### config.mk
export PLATFORM = sky130hd
export DESIGN_NAME = byte_stream_tokenizer
export DESIGN_NICKNAME = d
export VERILOG_FILES = /design/src/design/bst_pkg.sv /design/src/design/bst_scan.sv /design/src/design/bst_out.sv /design/src/design/byte_stream_tokenizer.sv
export SDC_FILE = /design/constraint.sdc
export NUM_CORES = 1
export LEC_CHECK = 0
export BUFFER_PORTS_ARGS = -buffer_cell sky130_fd_sc_hd__buf_4
export CELL_PAD_IN_SITES_DETAIL_PLACEMENT = 1
export CELL_PAD_IN_SITES_GLOBAL_PLACEMENT = 2
export CORE_AREA = 2 2 222 224
export DETAILED_ROUTE_END_ITERATION = 10
export DIE_AREA = 0 0 224 226
export GPL_TIMING_DRIVEN = 0
export PLACE_DENSITY_LB_ADDON = 0.1
export SLEW_MARGIN = 20
export SYNTH_ARGS = -nofsm -noshare
export SYNTH_HDL_FRONTEND = slang
export SYNTH_SLANG_ARGS = --single-unit
### constraint.sdc
create_clock -name clock -period 5.9 [get_ports clock]
set_clock_uncertainty 0.1 [all_clocks]
set_input_delay 0.295 -clock clock [delete_from_list [all_inputs] [get_ports clock]]
set_output_delay 0.295 -clock clock [all_outputs]
set_load 0.01 [all_outputs]
### src/design/bst_pkg.sv
`timescale 1ns / 1ps
// ----------------------------------------------------------------------------
// bst_pkg
// Shared types and constants for the byte stream tokenizer: transaction
// structs, token type codes and the fixed keyword list.
// ----------------------------------------------------------------------------
package bst_pkg;

   // Token type codes
   localparam logic [2:0] TOK_IDENT   = 3'd0;
   localparam logic [2:0] TOK_KEYWORD = 3'd1;
   localparam logic [2:0] TOK_NUMBER  = 3'd2;
   localparam logic [2:0] TOK_FLOAT   = 3'd3;
   localparam logic [2:0] TOK_OPER    = 3'd4;
   localparam logic [2:0] TOK_EOF     = 3'd5;

   // Byte codes the scanner looks at
   localparam logic [7:0] CHAR_UNDERSCORE = 8'h5F;
   localparam logic [7:0] CHAR_DOT        = 8'h2E;
   localparam logic [7:0] CHAR_NEWLINE    = 8'h0A;
   localparam logic [7:0] CHAR_SPACE      = 8'h20;
   localparam logic [7:0] CHAR_TAB        = 8'h09;
   localparam logic [7:0] CHAR_CR         = 8'h0D;

   localparam int KW_COUNT = 10;

   // Results one input transaction can cause: closed token, operator or
   // token closed at end of source, end of file
   localparam int SLOT_COUNT = 3;

   // Input transaction
   typedef struct packed {
      logic [7:0] source_byte;
      logic       byte_valid;
      logic       end_of_source;
   } req_type;

   // Result transaction
   typedef struct packed {
      logic [2:0]  token_type;
      logic [3:0]  keyword_index;
      logic [15:0] start_line;
      logic [15:0] start_column;
      logic [15:0] token_length;
      logic [7:0]  operator_byte;
      logic        last_of_run;
   } rsp_type;

   // All results of one input transaction, in delivery order
   typedef struct packed {
      logic [SLOT_COUNT-1:0]          valid;
      rsp_type [SLOT_COUNT-1:0]       slot;
   } bundle_type;

   typedef struct packed {
      logic       hit;
      logic [3:0] index;
   } kw_hit_type;

   // Keyword text, first character in the most significant byte used
   function automatic logic [63:0] kw_word(input logic [3:0] k);
      logic [63:0] w;
      unique case (k)
         4'd0:    w = 64'h6966;               // if
         4'd1:    w = 64'h656C_7365;          // else
         4'd2:    w = 64'h77_6869_6C65;       // while
         4'd3:    w = 64'h7265_7475_726E;     // return
         4'd4:    w = 64'h666E;               // fn
         4'd5:    w = 64'h6C_6574;            // let
         4'd6:    w = 64'h63_6F6E_7374;       // const
         4'd7:    w = 64'h6576_616C;          // eval
         4'd8:    w = 64'h4447;               // DG
         4'd9:    w = 64'h43_6170_7375_6C65;  // Capsule
         default: w = 64'h0;
      endcase
      return w;
   endfunction

   function automatic logic [3:0] kw_len(input logic [3:0] k);
      logic [3:0] n;
      unique case (k)
         4'd0:    n = 4'd2;
         4'd1:    n = 4'd4;
         4'd2:    n = 4'd5;
         4'd3:    n = 4'd6;
         4'd4:    n = 4'd2;
         4'd5:    n = 4'd3;
         4'd6:    n = 4'd5;
         4'd7:    n = 4'd4;
         4'd8:    n = 4'd2;
         4'd9:    n = 4'd7;
         default: n = 4'd0;
      endcase
      return n;
   endfunction

endpackage

### src/design/bst_scan.sv
`timescale 1ns / 1ps
// ----------------------------------------------------------------------------
// bst_scan
// Scanner state and the single-pass logic that turns one input transaction
// into up to three results and the next scanner state.
// ----------------------------------------------------------------------------
module bst_scan #(
   parameter int POSITION_BITS = 16,
   parameter int KEYWORD_CHARS = 7
) (
   input  logic                clock,
   input  logic                reset,
   input  logic                take,
   input  bst_pkg::req_type    item,
   output bst_pkg::bundle_type bundle
);
   import bst_pkg::*;

   localparam int WIN_BITS = 8 * KEYWORD_CHARS;
   localparam logic [POSITION_BITS-1:0] POS_ONE = POSITION_BITS'(1);
   localparam logic [POSITION_BITS-1:0] POS_MAX = {POSITION_BITS{1'b1}};

   typedef enum logic [1:0] {MODE_IDLE, MODE_IDENT, MODE_NUMBER} mode_type;

   mode_type                 mode_ff, mode_in;
   logic                     dot_ff, dot_in;
   logic [POSITION_BITS-1:0] line_ff, line_in;
   logic [POSITION_BITS-1:0] col_ff, col_in;
   logic [POSITION_BITS-1:0] tline_ff, tline_in;
   logic [POSITION_BITS-1:0] tcol_ff, tcol_in;
   logic [POSITION_BITS-1:0] count_ff, count_in;
   logic [WIN_BITS-1:0]      window_ff, window_in;

   logic [7:0] b;
   logic       is_letter, is_digit, is_dot, is_space, grow, extend_ok;

   function automatic logic [POSITION_BITS-1:0] sat_inc(input logic [POSITION_BITS-1:0] v);
      return (v == POS_MAX) ? v : v + POS_ONE;
   endfunction

   // Ten parallel compares of the word window against the keyword list
   function automatic kw_hit_type kw_match(input logic [WIN_BITS-1:0]      w,
                                           input logic [POSITION_BITS-1:0] n);
      kw_hit_type r;
      r = '0;
      for (int k = 0; k < KW_COUNT; k++) begin
         if (!r.hit && n == POSITION_BITS'(kw_len(4'(k)))
             && w == WIN_BITS'(kw_word(4'(k)))) begin
            r.hit   = 1'b1;
            r.index = 4'(k);
         end
      end
      return r;
   endfunction

   function automatic rsp_type make_token(input mode_type                 m,
                                          input logic                     d,
                                          input kw_hit_type               kw,
                                          input logic [POSITION_BITS-1:0] ln,
                                          input logic [POSITION_BITS-1:0] cl,
                                          input logic [POSITION_BITS-1:0] n);
      rsp_type r;
      r = '0;
      if (m == MODE_IDENT) begin
         r.token_type    = kw.hit ? TOK_KEYWORD : TOK_IDENT;
         r.keyword_index = kw.hit ? kw.index : 4'd0;
      end else begin
         r.token_type    = d ? TOK_FLOAT : TOK_NUMBER;
      end
      r.start_line   = 16'(ln);
      r.start_column = 16'(cl);
      r.token_length = 16'(n);
      return r;
   endfunction

   // Byte classes
   assign b         = item.source_byte;
   assign is_letter = (b >= 8'h61 && b <= 8'h7A) || (b >= 8'h41 && b <= 8'h5A)
                      || b == CHAR_UNDERSCORE;
   assign is_digit  = b >= 8'h30 && b <= 8'h39;
   assign is_dot    = b == CHAR_DOT;
   assign is_space  = b == CHAR_SPACE || (b >= CHAR_TAB && b <= CHAR_CR);
   assign extend_ok = (mode_ff == MODE_IDENT && (is_letter || is_digit))
                      || (mode_ff == MODE_NUMBER && (is_digit || is_dot));

   // Next state and results for the transaction at the scanner input
   always_comb begin
      mode_in   = mode_ff;
      dot_in    = dot_ff;
      line_in   = line_ff;
      col_in    = col_ff;
      tline_in  = tline_ff;
      tcol_in   = tcol_ff;
      count_in  = count_ff;
      window_in = window_ff;
      bundle    = '0;
      grow      = 1'b0;

      if (item.byte_valid) begin
         if (extend_ok) begin
            grow = 1'b1;
         end else begin
            // close whatever token is open
            if (mode_ff != MODE_IDLE) begin
               bundle.valid[0] = 1'b1;
               bundle.slot[0]  = make_token(mode_ff, dot_ff, kw_match(window_ff, count_ff),
                                            tline_ff, tcol_ff, count_ff);
            end
            mode_in   = MODE_IDLE;
            dot_in    = 1'b0;
            count_in  = '0;
            window_in = '0;
            priority if (is_space) begin
               if (b == CHAR_NEWLINE) begin
                  line_in = sat_inc(line_ff);
                  col_in  = POS_ONE;
               end else begin
                  col_in  = sat_inc(col_ff);
               end
            end else if (is_letter || is_digit) begin
               mode_in  = is_letter ? MODE_IDENT : MODE_NUMBER;
               tline_in = line_ff;
               tcol_in  = col_ff;
               grow     = 1'b1;
            end else begin
               bundle.valid[1]              = 1'b1;
               bundle.slot[1].token_type    = TOK_OPER;
               bundle.slot[1].start_line    = 16'(line_ff);
               bundle.slot[1].start_column  = 16'(col_ff);
               bundle.slot[1].token_length  = 16'd1;
               bundle.slot[1].operator_byte = b;
               col_in = sat_inc(col_ff);
            end
         end
      end

      // append the byte to the open token
      if (grow) begin
         count_in  = sat_inc(count_in);
         window_in = {window_in[WIN_BITS-9:0], b};
         if (is_dot) begin
            dot_in = 1'b1;
         end
         col_in = sat_inc(col_in);
      end

      // end of source: flush, end of file, back to reset state
      if (item.end_of_source) begin
         if (mode_in != MODE_IDLE) begin
            bundle.valid[1] = 1'b1;
            bundle.slot[1]  = make_token(mode_in, dot_in, kw_match(window_in, count_in),
                                         tline_in, tcol_in, count_in);
         end
         bundle.valid[2]             = 1'b1;
         bundle.slot[2].token_type   = TOK_EOF;
         bundle.slot[2].start_line   = 16'(line_in);
         bundle.slot[2].start_column = 16'(col_in);
         mode_in   = MODE_IDLE;
         dot_in    = 1'b0;
         line_in   = POS_ONE;
         col_in    = POS_ONE;
         tline_in  = POS_ONE;
         tcol_in   = POS_ONE;
         count_in  = '0;
         window_in = '0;
      end

      // flag the final result of this transaction
      priority if (bundle.valid[2]) begin
         bundle.slot[2].last_of_run = 1'b1;
      end else if (bundle.valid[1]) begin
         bundle.slot[1].last_of_run = 1'b1;
      end else if (bundle.valid[0]) begin
         bundle.slot[0].last_of_run = 1'b1;
      end
   end

   // Scanner state
   always_ff @(posedge clock) begin
      if (reset) begin
         mode_ff   <= MODE_IDLE;
         dot_ff    <= 1'b0;
         line_ff   <= POS_ONE;
         col_ff    <= POS_ONE;
         tline_ff  <= POS_ONE;
         tcol_ff   <= POS_ONE;
         count_ff  <= '0;
         window_ff <= '0;
      end else if (take) begin
         mode_ff   <= mode_in;
         dot_ff    <= dot_in;
         line_ff   <= line_in;
         col_ff    <= col_in;
         tline_ff  <= tline_in;
         tcol_ff   <= tcol_in;
         count_ff  <= count_in;
         window_ff <= window_in;
      end
   end

endmodule

### src/design/bst_out.sv
`timescale 1ns / 1ps
// ----------------------------------------------------------------------------
// bst_out
// Result register: holds the results of one input transaction and hands
// them out one per cycle, in order, while rsp_stall is low.
// ----------------------------------------------------------------------------
module bst_out (
   input  logic                clock,
   input  logic                reset,
   input  logic                load,
   input  bst_pkg::bundle_type bundle,
   output logic                load_ok,
   output logic                rsp_valid,
   input  logic                rsp_stall,
   output bst_pkg::rsp_type    rsp_data
);
   import bst_pkg::*;

   logic [SLOT_COUNT-1:0]    pend_ff, pend_in, pend_left;
   rsp_type [SLOT_COUNT-1:0] slot_ff;
   logic                     fire;

   assign rsp_valid = |pend_ff;
   assign fire      = rsp_valid && !rsp_stall;
   // drop the lowest pending result once it is taken
   assign pend_left = fire ? (pend_ff & (pend_ff - SLOT_COUNT'(1))) : pend_ff;
   assign load_ok   = pend_left == '0;
   assign pend_in   = load ? bundle.valid : pend_left;

   // Lowest pending result goes out first
   always_comb begin
      priority if (pend_ff[0]) begin
         rsp_data = slot_ff[0];
      end else if (pend_ff[1]) begin
         rsp_data = slot_ff[1];
      end else begin
         rsp_data = slot_ff[2];
      end
   end

   always_ff @(posedge clock) begin
      if (reset) begin
         pend_ff <= '0;
      end else begin
         pend_ff <= pend_in;
      end
   end

   always_ff @(posedge clock) begin
      if (load) begin
         slot_ff <= bundle.slot;
      end
   end

endmodule

### src/design/byte_stream_tokenizer.sv
`timescale 1ns / 1ps
// ----------------------------------------------------------------------------
// byte_stream_tokenizer
// Streaming lexical scanner: one source byte per input transaction, tokens
// with type, start line, start column and length on the result channel.
//
// Input channel (req_): one byte, a byte-present flag and an end-of-source
// flag. Result channel (rsp_): one token per transaction; last_of_run marks
// the final token that an input transaction caused. An end-of-source
// transaction flushes the open token, gives an end of file token and
// returns the scanner to its reset state for the next source.
// A token is offered on rsp_ once the input transaction that closes it has
// passed the input register and then the result register.
// Throughput: one input transaction per cycle while rsp_stall is low and each
// causes at most one token; a transaction with several tokens holds the result
// register until all are taken, since the result channel moves one token per cycle.
// Reset (synchronous): line and column at 1, no token open, both registers
// empty. While rsp_stall is high the current token holds; one further input
// transaction is taken into the input register, then req_stall rises.
// ----------------------------------------------------------------------------
module byte_stream_tokenizer #(
   parameter int POSITION_BITS = 16,
   parameter int KEYWORD_CHARS = 7
) (
   input  logic             clock,
   input  logic             reset,
   input  logic             req_valid,
   output logic             req_stall,
   input  bst_pkg::req_type req_data,
   output logic             rsp_valid,
   input  logic             rsp_stall,
   output bst_pkg::rsp_type rsp_data
);
   import bst_pkg::*;

   logic       in_full_ff, in_full_in;
   req_type    in_data_ff;
   logic       req_fire, scan_take, load_ok;
   bundle_type bundle;

   // Input register
   assign scan_take  = in_full_ff && load_ok;
   assign req_stall  = in_full_ff && !scan_take;
   assign req_fire   = req_valid && !req_stall;
   assign in_full_in = req_fire || (in_full_ff && !scan_take);

   always_ff @(posedge clock) begin
      if (reset) begin
         in_full_ff <= 1'b0;
      end else begin
         in_full_ff <= in_full_in;
      end
   end

   always_ff @(posedge clock) begin
      if (req_fire) begin
         in_data_ff <= req_data;
      end
   end

   bst_scan #(
      .POSITION_BITS (POSITION_BITS),
      .KEYWORD_CHARS (KEYWORD_CHARS)
   ) u_scan (
      .clock  (clock),
      .reset  (reset),
      .take   (scan_take),
      .item   (in_data_ff),
      .bundle (bundle)
   );

   bst_out u_out (
      .clock     (clock),
      .reset     (reset),
      .load      (scan_take),
      .bundle    (bundle),
      .load_ok   (load_ok),
      .rsp_valid (rsp_valid),
      .rsp_stall (rsp_stall),
      .rsp_data  (rsp_data)
   );

`ifndef NO_ASSERTIONS
   // End of file always closes the run and carries no length
   a_eof_last: assert property (@(posedge clock) disable iff (reset)
      rsp_valid && rsp_data.token_type == TOK_EOF
      |-> rsp_data.last_of_run && rsp_data.token_length == 16'd0)
      else $error("end of file token not last or has a length");

   // Operators are exactly one byte long
   a_oper_len: assert property (@(posedge clock) disable iff (reset)
      rsp_valid && rsp_data.token_type == TOK_OPER |-> rsp_data.token_length == 16'd1)
      else $error("operator token length is not one");

   // Only keywords carry a keyword index, only operators an operator byte
   a_kw_index: assert property (@(posedge clock) disable iff (reset)
      rsp_valid && rsp_data.token_type != TOK_KEYWORD && rsp_data.token_type != TOK_OPER
      |-> rsp_data.keyword_index == 4'd0 && rsp_data.operator_byte == 8'd0)
      else $error("stray keyword index or operator byte");

   // A transaction handed to the scanner frees the input register
   a_in_drain: assert property (@(posedge clock) disable iff (reset)
      scan_take && !req_fire |=> !in_full_ff)
      else $error("input register did not drain");
`endif

endmodule
==> results of run 1 <==
==> critical path: cells and delay by family, from the launching register on <==
kind,cells,cell delay [ns]
adder cells (fa/ha/maj),1,0.28
AND/OR/NAND/NOR,9,2.15
flip-flops,1,0.48
buffers and inverters,6,1.37
AO/OA/AOI/OAI,5,1.23
==> power by group <==
| part | switching (mW) | internal (mW) | total, mW |
|---|---|---|---|
| clock network | 0.917 | 1.21 | 2.12 |
| registers | 0.0218 | 2.29 | 2.31 |
| logic | 0.293 | 0.113 | 0.406 |
==> cell usage in the layout (no fill, tap or decap), types with 8 or more instances in the layout <==
master / Yosys / layout
dlygate4sd3_1: 0 / 13
nand2_1: 151 / 151
a21o_1: 9 / 9
a22o_1: 61 / 61
nor2_1: 266 / 266
clkbuf_1: 146 / 144
o21ai_1: 7 / 9
mux2i_1: 49 / 49
buf_4: 1 / 102
o211ai_1: 14 / 14
nand3b_1: 15 / 15
xnor2_1: 23 / 23
o21ai_0: 81 / 75
nand3_1: 50 / 48
buf_1: 9 / 9
nor4_1: 39 / 38
o31a_1: 8 / 8
dfxtp_1: 143 / 143
nor2b_1: 15 / 13
a31oi_1: 22 / 21
nor3_1: 51 / 47
or4_1: 10 / 10
and2_1: 81 / 81
a32oi_1: 10 / 10
a22oi_1: 85 / 85
nand4_1: 36 / 36
clkbuf_16: 0 / 36
edfxtp_1: 162 / 162
clkinv_2: 0 / 9
or3_1: 20 / 19
o22ai_1: 11 / 11
a21oi_1: 80 / 79
nand2b_1: 12 / 12
inv_1: 24 / 24
xor2_1: 9 / 9
clkbuf_8: 0 / 8
and3_1: 18 / 18
and4_1: 11 / 11
==> registers in the layout, summed over array words and instances (netlist names) <==
name,count
in_full_ff,1
u_scan.col_ff,16
u_scan.tcol_ff,16
u_out.slot_ff,152
u_scan.tline_ff,16
u_scan.window_ff,56
u_scan.mode_ff,2
u_scan.dot_ff,1
u_scan.count_ff,16
u_out.pend_ff,3
u_scan.line_ff,16
in_data_ff,10
==> worst min-delay path by stage <==
stage / end / slack (ns) / cells past startpoint
global placement: in_data_ff[9] / 0.38 / 1
finish: in_data_ff[5] / 0.35 / 2
CTS: in_data_ff[9] / 0.34 / 2
detailed placement: in_data_ff[8] / 0.37 / 1
global route: in_data_ff[5] / 0.36 / 2
floorplan: in_data_ff[0] / 0.29 / 0
==> kinds of logic (layout without fill, tap and decap cells) <==
family          after synthesis  count (layout)
compound gates              468             468
xor+xnor                     32              32
fa+ha+maj                     5               5
buf+inv                     189             363
flops                       305             305
mux                          50              50
simple gates                820             820
==> stage by stage <==
stage	setup slack (ns)	setup TNS, ns
final	0.0776	0
after global routing	0.00388	0
after CTS	0.0263	0
after detailed placement	-3.09	-46.93
after global placement	-3.49	-47.89
after floorplan	0.524	0
==> routing by layer <==
| layer | GRT usage | up-vias | part of all wire |
|---|---|---|---|
| met3 | 0.0327 | 117 | 0.041 |
| met2 | 0.507 | 436 | 0.50 |
| met4 | 0.0989 | 0 | 0.035 |
| li1 | - | 7245 | - |
| met1 | 0.360 | 8249 | 0.43 |
| met5 | 0 | - | 0 |
==> layout make-up <==
cell class                      count  area [um^2]  area share
Timing Repair Buffer              113          901      0.0457
Buffer                            160          664      0.0337
Inverter                           26         97.6     0.00495
Clock inverter                     12         78.8     0.00400
Tap cell                          622          778      0.0395
Multi-Input combinational cell   1375         8440       0.428
Sequential cell                   305         7730       0.392
Clock buffer                       52         1020      0.0518
==> timing repair <==
action | 4_1_cts | 5_1_grt
hold endpoints to repair | 15 | 0
gates resized for setup | 39 | 13
endpoints found under the setup margin | 37 | 5
buffers inserted | 10 | 8
hold buffers | 13 | 0
pin swaps | 6 | 8
==> impl_metrics.env, run 1 <==
export IMPL_antenna_cells=0
export IMPL_rr_worst_depth=21
export IMPL_stdcell_count=2665
export IMPL_drive_above_1_share=0.108
export IMPL_grt_max_degree=100
export IMPL_ys_seq_area_frac=0.462
export IMPL_yosysTopAreaCell="edfxtp_1"
export IMPL_slew_headroom=0.232
export IMPL_cts_made_buffers=36
export IMPL_p_leak_nw=6.39
export IMPL_die_y_um=226
export IMPL_end_kind="register"
export IMPL_critPathRequiredTime_ns=6.16
export IMPL_routedWlPerCell_um=27.4
export IMPL_cp_slowest_stage_delay_ns=0.48
export IMPL_period_minus_slack_ns=5.82
export IMPL_hold_viol=0
export IMPL_synth_mux_area_frac=0.0300
export IMPL_ys_types=86
export IMPL_rrSetupSlack_ns=0.08
export IMPL_async_flop_share=0
export IMPL_clk_latency_ns=0.56
export IMPL_run_status="complete, no violations"
export IMPL_placed_area_um2=18200
export IMPL_endpoint="u_out.slot_ff[122]"
export IMPL_yosys_area_share_simple=0.249
export IMPL_vias=16047
export IMPL_synthFlopType="edfxtp_1"
export IMPL_io_pin_count=80
export IMPL_fin_util=0.408
export IMPL_tightest_slew_ns=1.15
export IMPL_initial_core_util=0.346
export IMPL_r2r_start="in_data_ff[8]"
export IMPL_dieArea_um2=50600
export IMPL_dp_hpwl_mm=54.0
export IMPL_cts_sinks=305
export IMPL_hold_ws_ns=0.355
export IMPL_final_nets=2035
export IMPL_fillers=5594
export IMPL_avgSynthCellArea_um2=8.95
export IMPL_power_density_nw_per_um2=246
export IMPL_clk_path_buf_depth=3
export IMPL_path_cells="or3_1, clkbuf_1, nor3_4, o21ai_4, nand3_2, buf_4, clkbuf_8, clkbuf_4, and2_1, ha_2, nand3_2, or3_4, a21oi_4, buf_4, nor4_1, o21ai_1, nand4_1, nor4_4, buf_4, o211ai_1, a31oi_2"
export IMPL_gr_total_overflow=0
export IMPL_setup_violations=0
export IMPL_synth_top_family_by_area="simple AND/OR/NAND/NOR gates"
export IMPL_drtAntennaViolNets=0
export IMPL_syn_nets=1887
export IMPL_synth_most_common_cell="nor2_1"
export IMPL_wirelength_mm=73.0
export IMPL_critPathMaxFanout=10
export IMPL_synth_edf_count=162
export IMPL_irDropWorstVdd_mv=0.227
export IMPL_gp_congestion=0.940
export IMPL_die_w_um=224
export IMPL_drtIter0Drc=1054
export IMPL_period_share=0.987
export IMPL_first_pass_iters=5
export IMPL_synth_area_um2=16700
export IMPL_rr_endpoint="u_out.slot_ff[122]"
export IMPL_grt_pass1_vias=16096
export IMPL_root_buffer="clkbuf_16"
export IMPL_design_core_area_um2=48300
export IMPL_route_detailed_drc=0
export IMPL_slowest_stage="edfxtp_1"
export IMPL_critPathKind="reg -> reg"
export IMPL_cap_violations=0
export IMPL_cts_tree="done"
export IMPL_numPortBuffers=79
export IMPL_synth_xor_area_share=0.0167
export IMPL_yosys_warnings=0
export IMPL_hold_path_class="in -> reg"
export IMPL_crit_start="in_data_ff[8]"
export IMPL_synthTopCellsByCount="266 x nor2_1, 162 x edfxtp_1, 151 x nand2_1"
export IMPL_cp_arrival_ns=6.08
export IMPL_std_cell_rows=81
export IMPL_synth_top_area_share=0.291
export IMPL_hp_start="req_data[5]"
export IMPL_htree_num_levels=2
export IMPL_grt_total_usage=0.286
export IMPL_grt_pass1_wl_mm=108
export IMPL_synthAdderAreaFrac=0.00359
export IMPL_viasPerCell=6.02
export IMPL_p_total_mw=4.85
export IMPL_crit_path_start_kind="register"
export IMPL_dp_cells=2572
export IMPL_grt_setup_unrepaired="false"
export IMPL_ys_ff_latch=305
export IMPL_drv_slew=0
export IMPL_stdcell_area_um2=19700
export IMPL_worst_path_most_repeated_cell="buf_4"
export IMPL_antenna_found_initial=0
export IMPL_synthCells=1869
export IMPL_fmax_mhz=172
export IMPL_clkTransAtPathRegs_ns=0.06
export IMPL_area_delta_synth_final_pct=17.8
export IMPL_synth_area_leaders="edfxtp_1 29%, dfxtp_1 17%, nor2_1 6.0%"
export IMPL_synth_compound_area_frac=0.195
No activity file was read; power rests on OpenSTA's default activity.
==> run 2: changes to the inputs <==
Settings changed: CORE_AREA 2 2 222 224 to 2 2 211 213, DIE_AREA 0 0 224 226 to 0 0 213 215.
Clock period 5.9 ns to 5.45 ns, I/O delays scaled along.
==> run 2 against run 1 <==
The run now ends with setup timing left. Sequential share of layout area shrank 0.072 points. Count of clock-buffer cells in the layout shrank 9. Wire length shrank 2.4%. Clock power grew 13%. Maximum frequency grew 6.0%. Global-route usage grew 2.5 points. Die area shrank 9.5%. Critical endpoint is now u_out.slot_ff[101]. Highest routed layer unchanged.
==> impl_metrics.env, run 2 (synthesized netlist as in run 1, its figures left out) <==
export IMPL_drtIter0Drc=1142
export IMPL_final_nets=2029
export IMPL_period_minus_slack_ns=5.49
export IMPL_grt_pass1_wl_mm=106
export IMPL_tightest_slew_ns=1.09
export IMPL_pwr_share_clk=0.448
export IMPL_largestRegisters="u_out.slot_ff: 152 flops, u_scan.window_ff: 56 flops"
export IMPL_clkTransAtPathRegs_ns=0.06
export IMPL_numPortBuffers=79
export IMPL_gr_total_overflow=0
export IMPL_layout_commonest_cell="nor2_1"
export IMPL_setup_violations=10
export IMPL_vias=15933
export IMPL_viasPerCell=6.06
export IMPL_crit_path_start_kind="register"
export IMPL_r2r_start="in_data_ff[1]"
export IMPL_antenna_found_initial=0
export IMPL_hold_path_class="in -> reg"
export IMPL_dp_cells=2542
export IMPL_route_detailed_drc=0
export IMPL_run_status="complete, but fails checks"
export IMPL_stdcell_count=2631
export IMPL_critPathKind="reg -> reg"
export IMPL_irDropWorstVdd_mv=0.246
export IMPL_hp_start="req_data[2]"
export IMPL_crit_start="in_data_ff[1]"
export IMPL_end_kind="register"
export IMPL_p_int_mw=3.94
export IMPL_seq_power_share=0.470
export IMPL_slew_headroom=0.276
export IMPL_area_delta_synth_final_pct=18.0
export IMPL_cp_arrival_ns=5.81
export IMPL_cts_made_buffers=36
export IMPL_hold_depth=2
export IMPL_power_density_nw_per_um2=270
export IMPL_period_share=1.01
export IMPL_violations="setup timing"
export IMPL_critPathMaxFanout=10
export IMPL_dp_slack_ns=-3.16
export IMPL_design_core_area_um2=43600
export IMPL_initial_core_util=0.383
export IMPL_drtAntennaViolNets=0
export IMPL_drive_above_1_share=0.112
export IMPL_io_pin_count=80
export IMPL_grt_max_degree=92
export IMPL_power_frac_comb=0.082
export IMPL_antenna_cells=0
export IMPL_swShare=0.260
export IMPL_fmax_mhz=182
export IMPL_cts_tree="done"
export IMPL_cts_sinks=305
export IMPL_largest_register_ffs=152
export IMPL_clk_latency_ns=0.57
export IMPL_p_leak_nw=6.39
export IMPL_std_cell_rows=77
export IMPL_die_y_um=215
export IMPL_drv_slew=0
export IMPL_gp_congestion=0.994
export IMPL_grt_total_usage=0.311
export IMPL_clk_path_buf_depth=3
export IMPL_routedWlPerCell_um=27.1
export IMPL_root_buffer="clkbuf_16"
export IMPL_first_pass_iters=6
export IMPL_regMostFlops="u_out.slot_ff"
export IMPL_p_switching_mw=1.39
export IMPL_die_w_um=213
export IMPL_worst_slack_ns=-0.0423
export IMPL_rr_worst_depth=7
export IMPL_grt_pass1_vias=16273
export IMPL_htree_num_levels=2
export IMPL_hold_viol=0
export IMPL_critPathRequiredTime_ns=5.77
export IMPL_wirelength_mm=71.3
export IMPL_dieArea_um2=45800
export IMPL_final_cell_mix="264 x nor2_1, 162 x edfxtp_1, 151 x nand2_1"
export IMPL_dp_hpwl_mm=52.8
export IMPL_cap_violations=0
run 2: worst max-delay path, cell delays in order (launching register included):
cell and delay [ns]:
edfxtp_1 0.74, buf_1 0.79, clkbuf_1 0.79, clkbuf_1 0.76, nand4_1 0.61, o21bai_1 0.73, clkbuf_1 0.60, a22o_1 0.23
run 2: final cells by class:
class,instances,area (um^2)
Timing Repair Buffer,109,871
Buffer,158,676
Clock inverter,23,199
Fill cell,5124,23900
Multi-Input combinational cell,1375,8500
Inverter,26,97.6
Tap cell,592,741
Clock buffer,43,937
Sequential cell,305,7730
run 2: repair_timing:
item / in CTS / in global routing
resized for setup: 47 / 24
setup endpoints to repair: 47 / 5
cloned: 0 / 0
setup buffers: 9 / 6
endpoints found under the hold margin: 15 / 0
hold buffers: 13 / 0
pin swaps: 10 / 9
run 2: path summary, 6_finish.rpt:
kind                         to  slack, ns
min reg2reg  u_out.slot_ff[189]       0.36
max          u_out.slot_ff[101]      -0.04
min               in_data_ff[2]       0.34
max reg2reg  u_out.slot_ff[101]      -0.04
run 2: routing by layer:
metal,vias to the layer above,share of wire,wire length (um),global-route usage
met5,-,0,0,0
met4,0,0.039,2800,0.118
met3,158,0.044,3150,0.0384
met2,504,0.48,34600,0.533
met1,8031,0.43,30800,0.397
li1,7240,-,-,-
run 2: stage by stage:
step	setup TNS (ns)	hold slack, ns	total power [mW]	utilization	instance area, um^2
floorplan	0	0.271	2.76	-	16700
global placement	-61.50	0.338	2.96	0.414	18100
detailed placement	-62.42	0.347	2.97	0.416	18100
CTS	0	0.307	5.36	0.450	19700
global route	-0.0524	0.332	5.47	0.453	19700
finish	-0.228	0.337	5.33	0.453	19700
run 2: power groups by stage:
stage          combinational (mW)  clock [mW]  sequential (mW)
2_1_floorplan               0.215           0             2.55
3_3_place_gp                0.408           0             2.56
3_5_place_dp                0.418           0             2.55
4_1_cts                     0.432        2.43             2.51
5_1_grt                     0.458        2.50             2.51
6_report                    0.436        2.39             2.51
==> run 3: changes to the inputs <==
Settings changed: REMOVE_ABC_BUFFERS set to 1, TNS_END_PERCENT set to 50.
==> run 3 against run 2 <==
The run now ends clean. Core utilization is 0.19 points higher. Critical path type unchanged. Design area is 0.42% higher. Highest routed layer unchanged. Flip-flop and latch count stayed put. Clock power is 2% higher. First-iteration DRC count is 15% lower. Wire length is 15% lower. Worst hold slack worse by 0.33 ns. Setup slack better by 0.41 ns. Largest power group unchanged. Total power is 0.77% higher. Critical endpoint is now u_out.slot_ff[122]. Combinational power is 5.0% lower. Largest cell class unchanged.
==> impl_metrics.env, run 3 (synthesized netlist as in run 1, its figures left out) <==
export IMPL_regMostFlops="u_out.slot_ff"
export IMPL_stdcell_count=2513
export IMPL_htree_num_levels=2
export IMPL_grt_max_degree=79
export IMPL_setup_violations=0
export IMPL_grt_pass1_wl_mm=92.7
export IMPL_tightest_slew_ns=1.08
export IMPL_antenna_found_initial=0
export IMPL_vias=15005
export IMPL_hold_path_class="in -> reg"
export IMPL_cts_made_buffers=37
export IMPL_dp_cells=2409
export IMPL_gr_total_overflow=0
export IMPL_irDropWorstVdd_mv=0.181
export IMPL_placed_area_um2=18200
export IMPL_clk_latency_ns=0.56
export IMPL_rrSetupSlack_ns=0.37
export IMPL_critPathMaxFanout=22
export IMPL_antenna_cells=0
export IMPL_hold_path_endpoint="u_scan.count_ff[7]"
export IMPL_die_w_um=213
export IMPL_gp_congestion=0.930
export IMPL_p_leak_nw=6.46
export IMPL_layout_commonest_cell="nor2_1"
export IMPL_cap_violations=0
export IMPL_first_pass_iters=5
export IMPL_grt_pass1_vias=15066
export IMPL_cp_arrival_ns=5.37
export IMPL_slew_headroom=0.279
export IMPL_finalSetupTns_ns=0
export IMPL_dp_hpwl_mm=41.9
export IMPL_fillers=4972
export IMPL_largestRegisters="u_out.slot_ff: 152 flops, u_scan.window_ff: 56 flops"
export IMPL_initial_core_util=0.383
export IMPL_period_share=0.932
export IMPL_stdcell_area_um2=19800
export IMPL_drv_slew=0
export IMPL_routedWlPerCell_um=24.1
export IMPL_power_density_nw_per_um2=271
export IMPL_multi_input_area_um2=8570
export IMPL_hold_depth=2
export IMPL_area_delta_synth_final_pct=18.5
export IMPL_drtIter0Drc=975
export IMPL_crit_start="in_data_ff[1]"
export IMPL_largest_register_ffs=152
export IMPL_critPathRequiredTime_ns=5.74
export IMPL_route_detailed_drc=0
export IMPL_design_core_area_um2=43600
export IMPL_drive_above_1_share=0.133
export IMPL_cts_sinks=305
export IMPL_seqCellArea_um2=7730
export IMPL_drtAntennaViolNets=0
export IMPL_fmax_mhz=197
export IMPL_end_kind="register"
export IMPL_clk_path_buf_depth=3
export IMPL_wirelength_mm=60.5
export IMPL_period_minus_slack_ns=5.08
export IMPL_root_buffer="clkbuf_16"
export IMPL_p_total_mw=5.37
export IMPL_run_status="complete, no violations"
export IMPL_r2r_start="in_data_ff[1]"
export IMPL_io_pin_count=80
export IMPL_grt_total_usage=0.264
export IMPL_hold_viol=0
export IMPL_final_nets=1910
export IMPL_hp_start="reset"
export IMPL_critPathKind="reg -> reg"
export IMPL_clkTransAtPathRegs_ns=0.06
export IMPL_viasPerCell=5.97
export IMPL_final_cell_mix="261 x nor2_1, 162 x edfxtp_1, 148 x nand2_1"
export IMPL_rr_endpoint="u_out.slot_ff[122]"
export IMPL_numPortBuffers=79
export IMPL_rr_worst_depth=20
export IMPL_worst_slack_ns=0.369
export IMPL_crit_path_start_kind="register"
export IMPL_grt_setup_unrepaired="false"
export IMPL_die_y_um=215
export IMPL_dieArea_um2=45800
export IMPL_dp_slack_ns=-1.48
export IMPL_std_cell_rows=77
export IMPL_cts_tree="done"
-- run 3: cell count changes in the layout (fill, tap and decap cells not counted), sizes merged --
cell and delta:
nand3 +1, dlygate4sd3 -1, clkinvlp +1, clkbuf -129, buf +19, inv -1, a21oi +1, clkinv -9
-- run 3: area by class of cell --
cell class,count,area share
clock inverter,14,0.00757
multi-input combinational,1377,0.432
clock buffer,54,0.0524
inverter,26,0.00543
tap,592,0.0373
timing repair buffer,145,0.0750
sequential,305,0.390
-- run 3: how the worst max path moves through the flow --
stage | end | slack, ns | cells past startpoint
floorplan | u_scan.window_ff[12] | -4.21 | 8
global placement | u_scan.window_ff[14] | -11.18 | 8
detailed placement | u_out.slot_ff[123] | -1.48 | 17
CTS | u_out.slot_ff[122] | 0.0007 | 16
global route | u_out.slot_ff[122] | 0.02 | 20
finish | u_out.slot_ff[122] | 0.37 | 20
-- run 3: power breakdown --
group	switching (mW)	internal [mW]
sequential	0.0316	2.48
combinational	0.272	0.142
clock	1.02	1.43
total	1.32	4.05
-- run 3: repair_timing --
item | 4_1_cts | 5_1_grt
hold endpoints to repair | 14 | 0
pin swaps | 2 | 3
buffers inserted | 4 | 18
cloned | 2 | 0
hold buffers | 12 | 0
resized for setup | 24 | 11
setup endpoints to repair | 28 | 9
-- run 3: worst max-delay path, cell delays in order, from the launching register on --
cell	delay, ns
edfxtp_1	0.45
buf_8	0.20
buf_8	0.17
buf_16	0.17
buf_16	0.17
inv_6	0.19
buf_16	0.21
nor3_4	0.08
buf_4	0.18
buf_4	0.19
nor2_1	0.10
ha_1	0.26
nand3_1	0.18
or3_4	0.47
a21oi_4	0.28
o2111ai_1	0.20
a2111oi_4	0.45
nand4_1	0.23
o221ai_1	0.20
o211ai_1	0.19
a31oi_1	0.21
-- run 3: metrics by stage --
step,hold slack (ns),utilization
after floorplan,0.242,-
after global placement,0.352,0.399
after detailed placement,0.352,0.416
after CTS,0.00325,0.450
after global routing,0.0242,0.454
final,0.00716,0.454
-- run 3: layer usage --
metal	GRT usage	routed length (um)	share of wire
met1	0.332	25900	0.43
met4	0.0995	2200	0.036
met2	0.456	30200	0.50
met5	0	0	0
met3	0.0381	2310	0.038
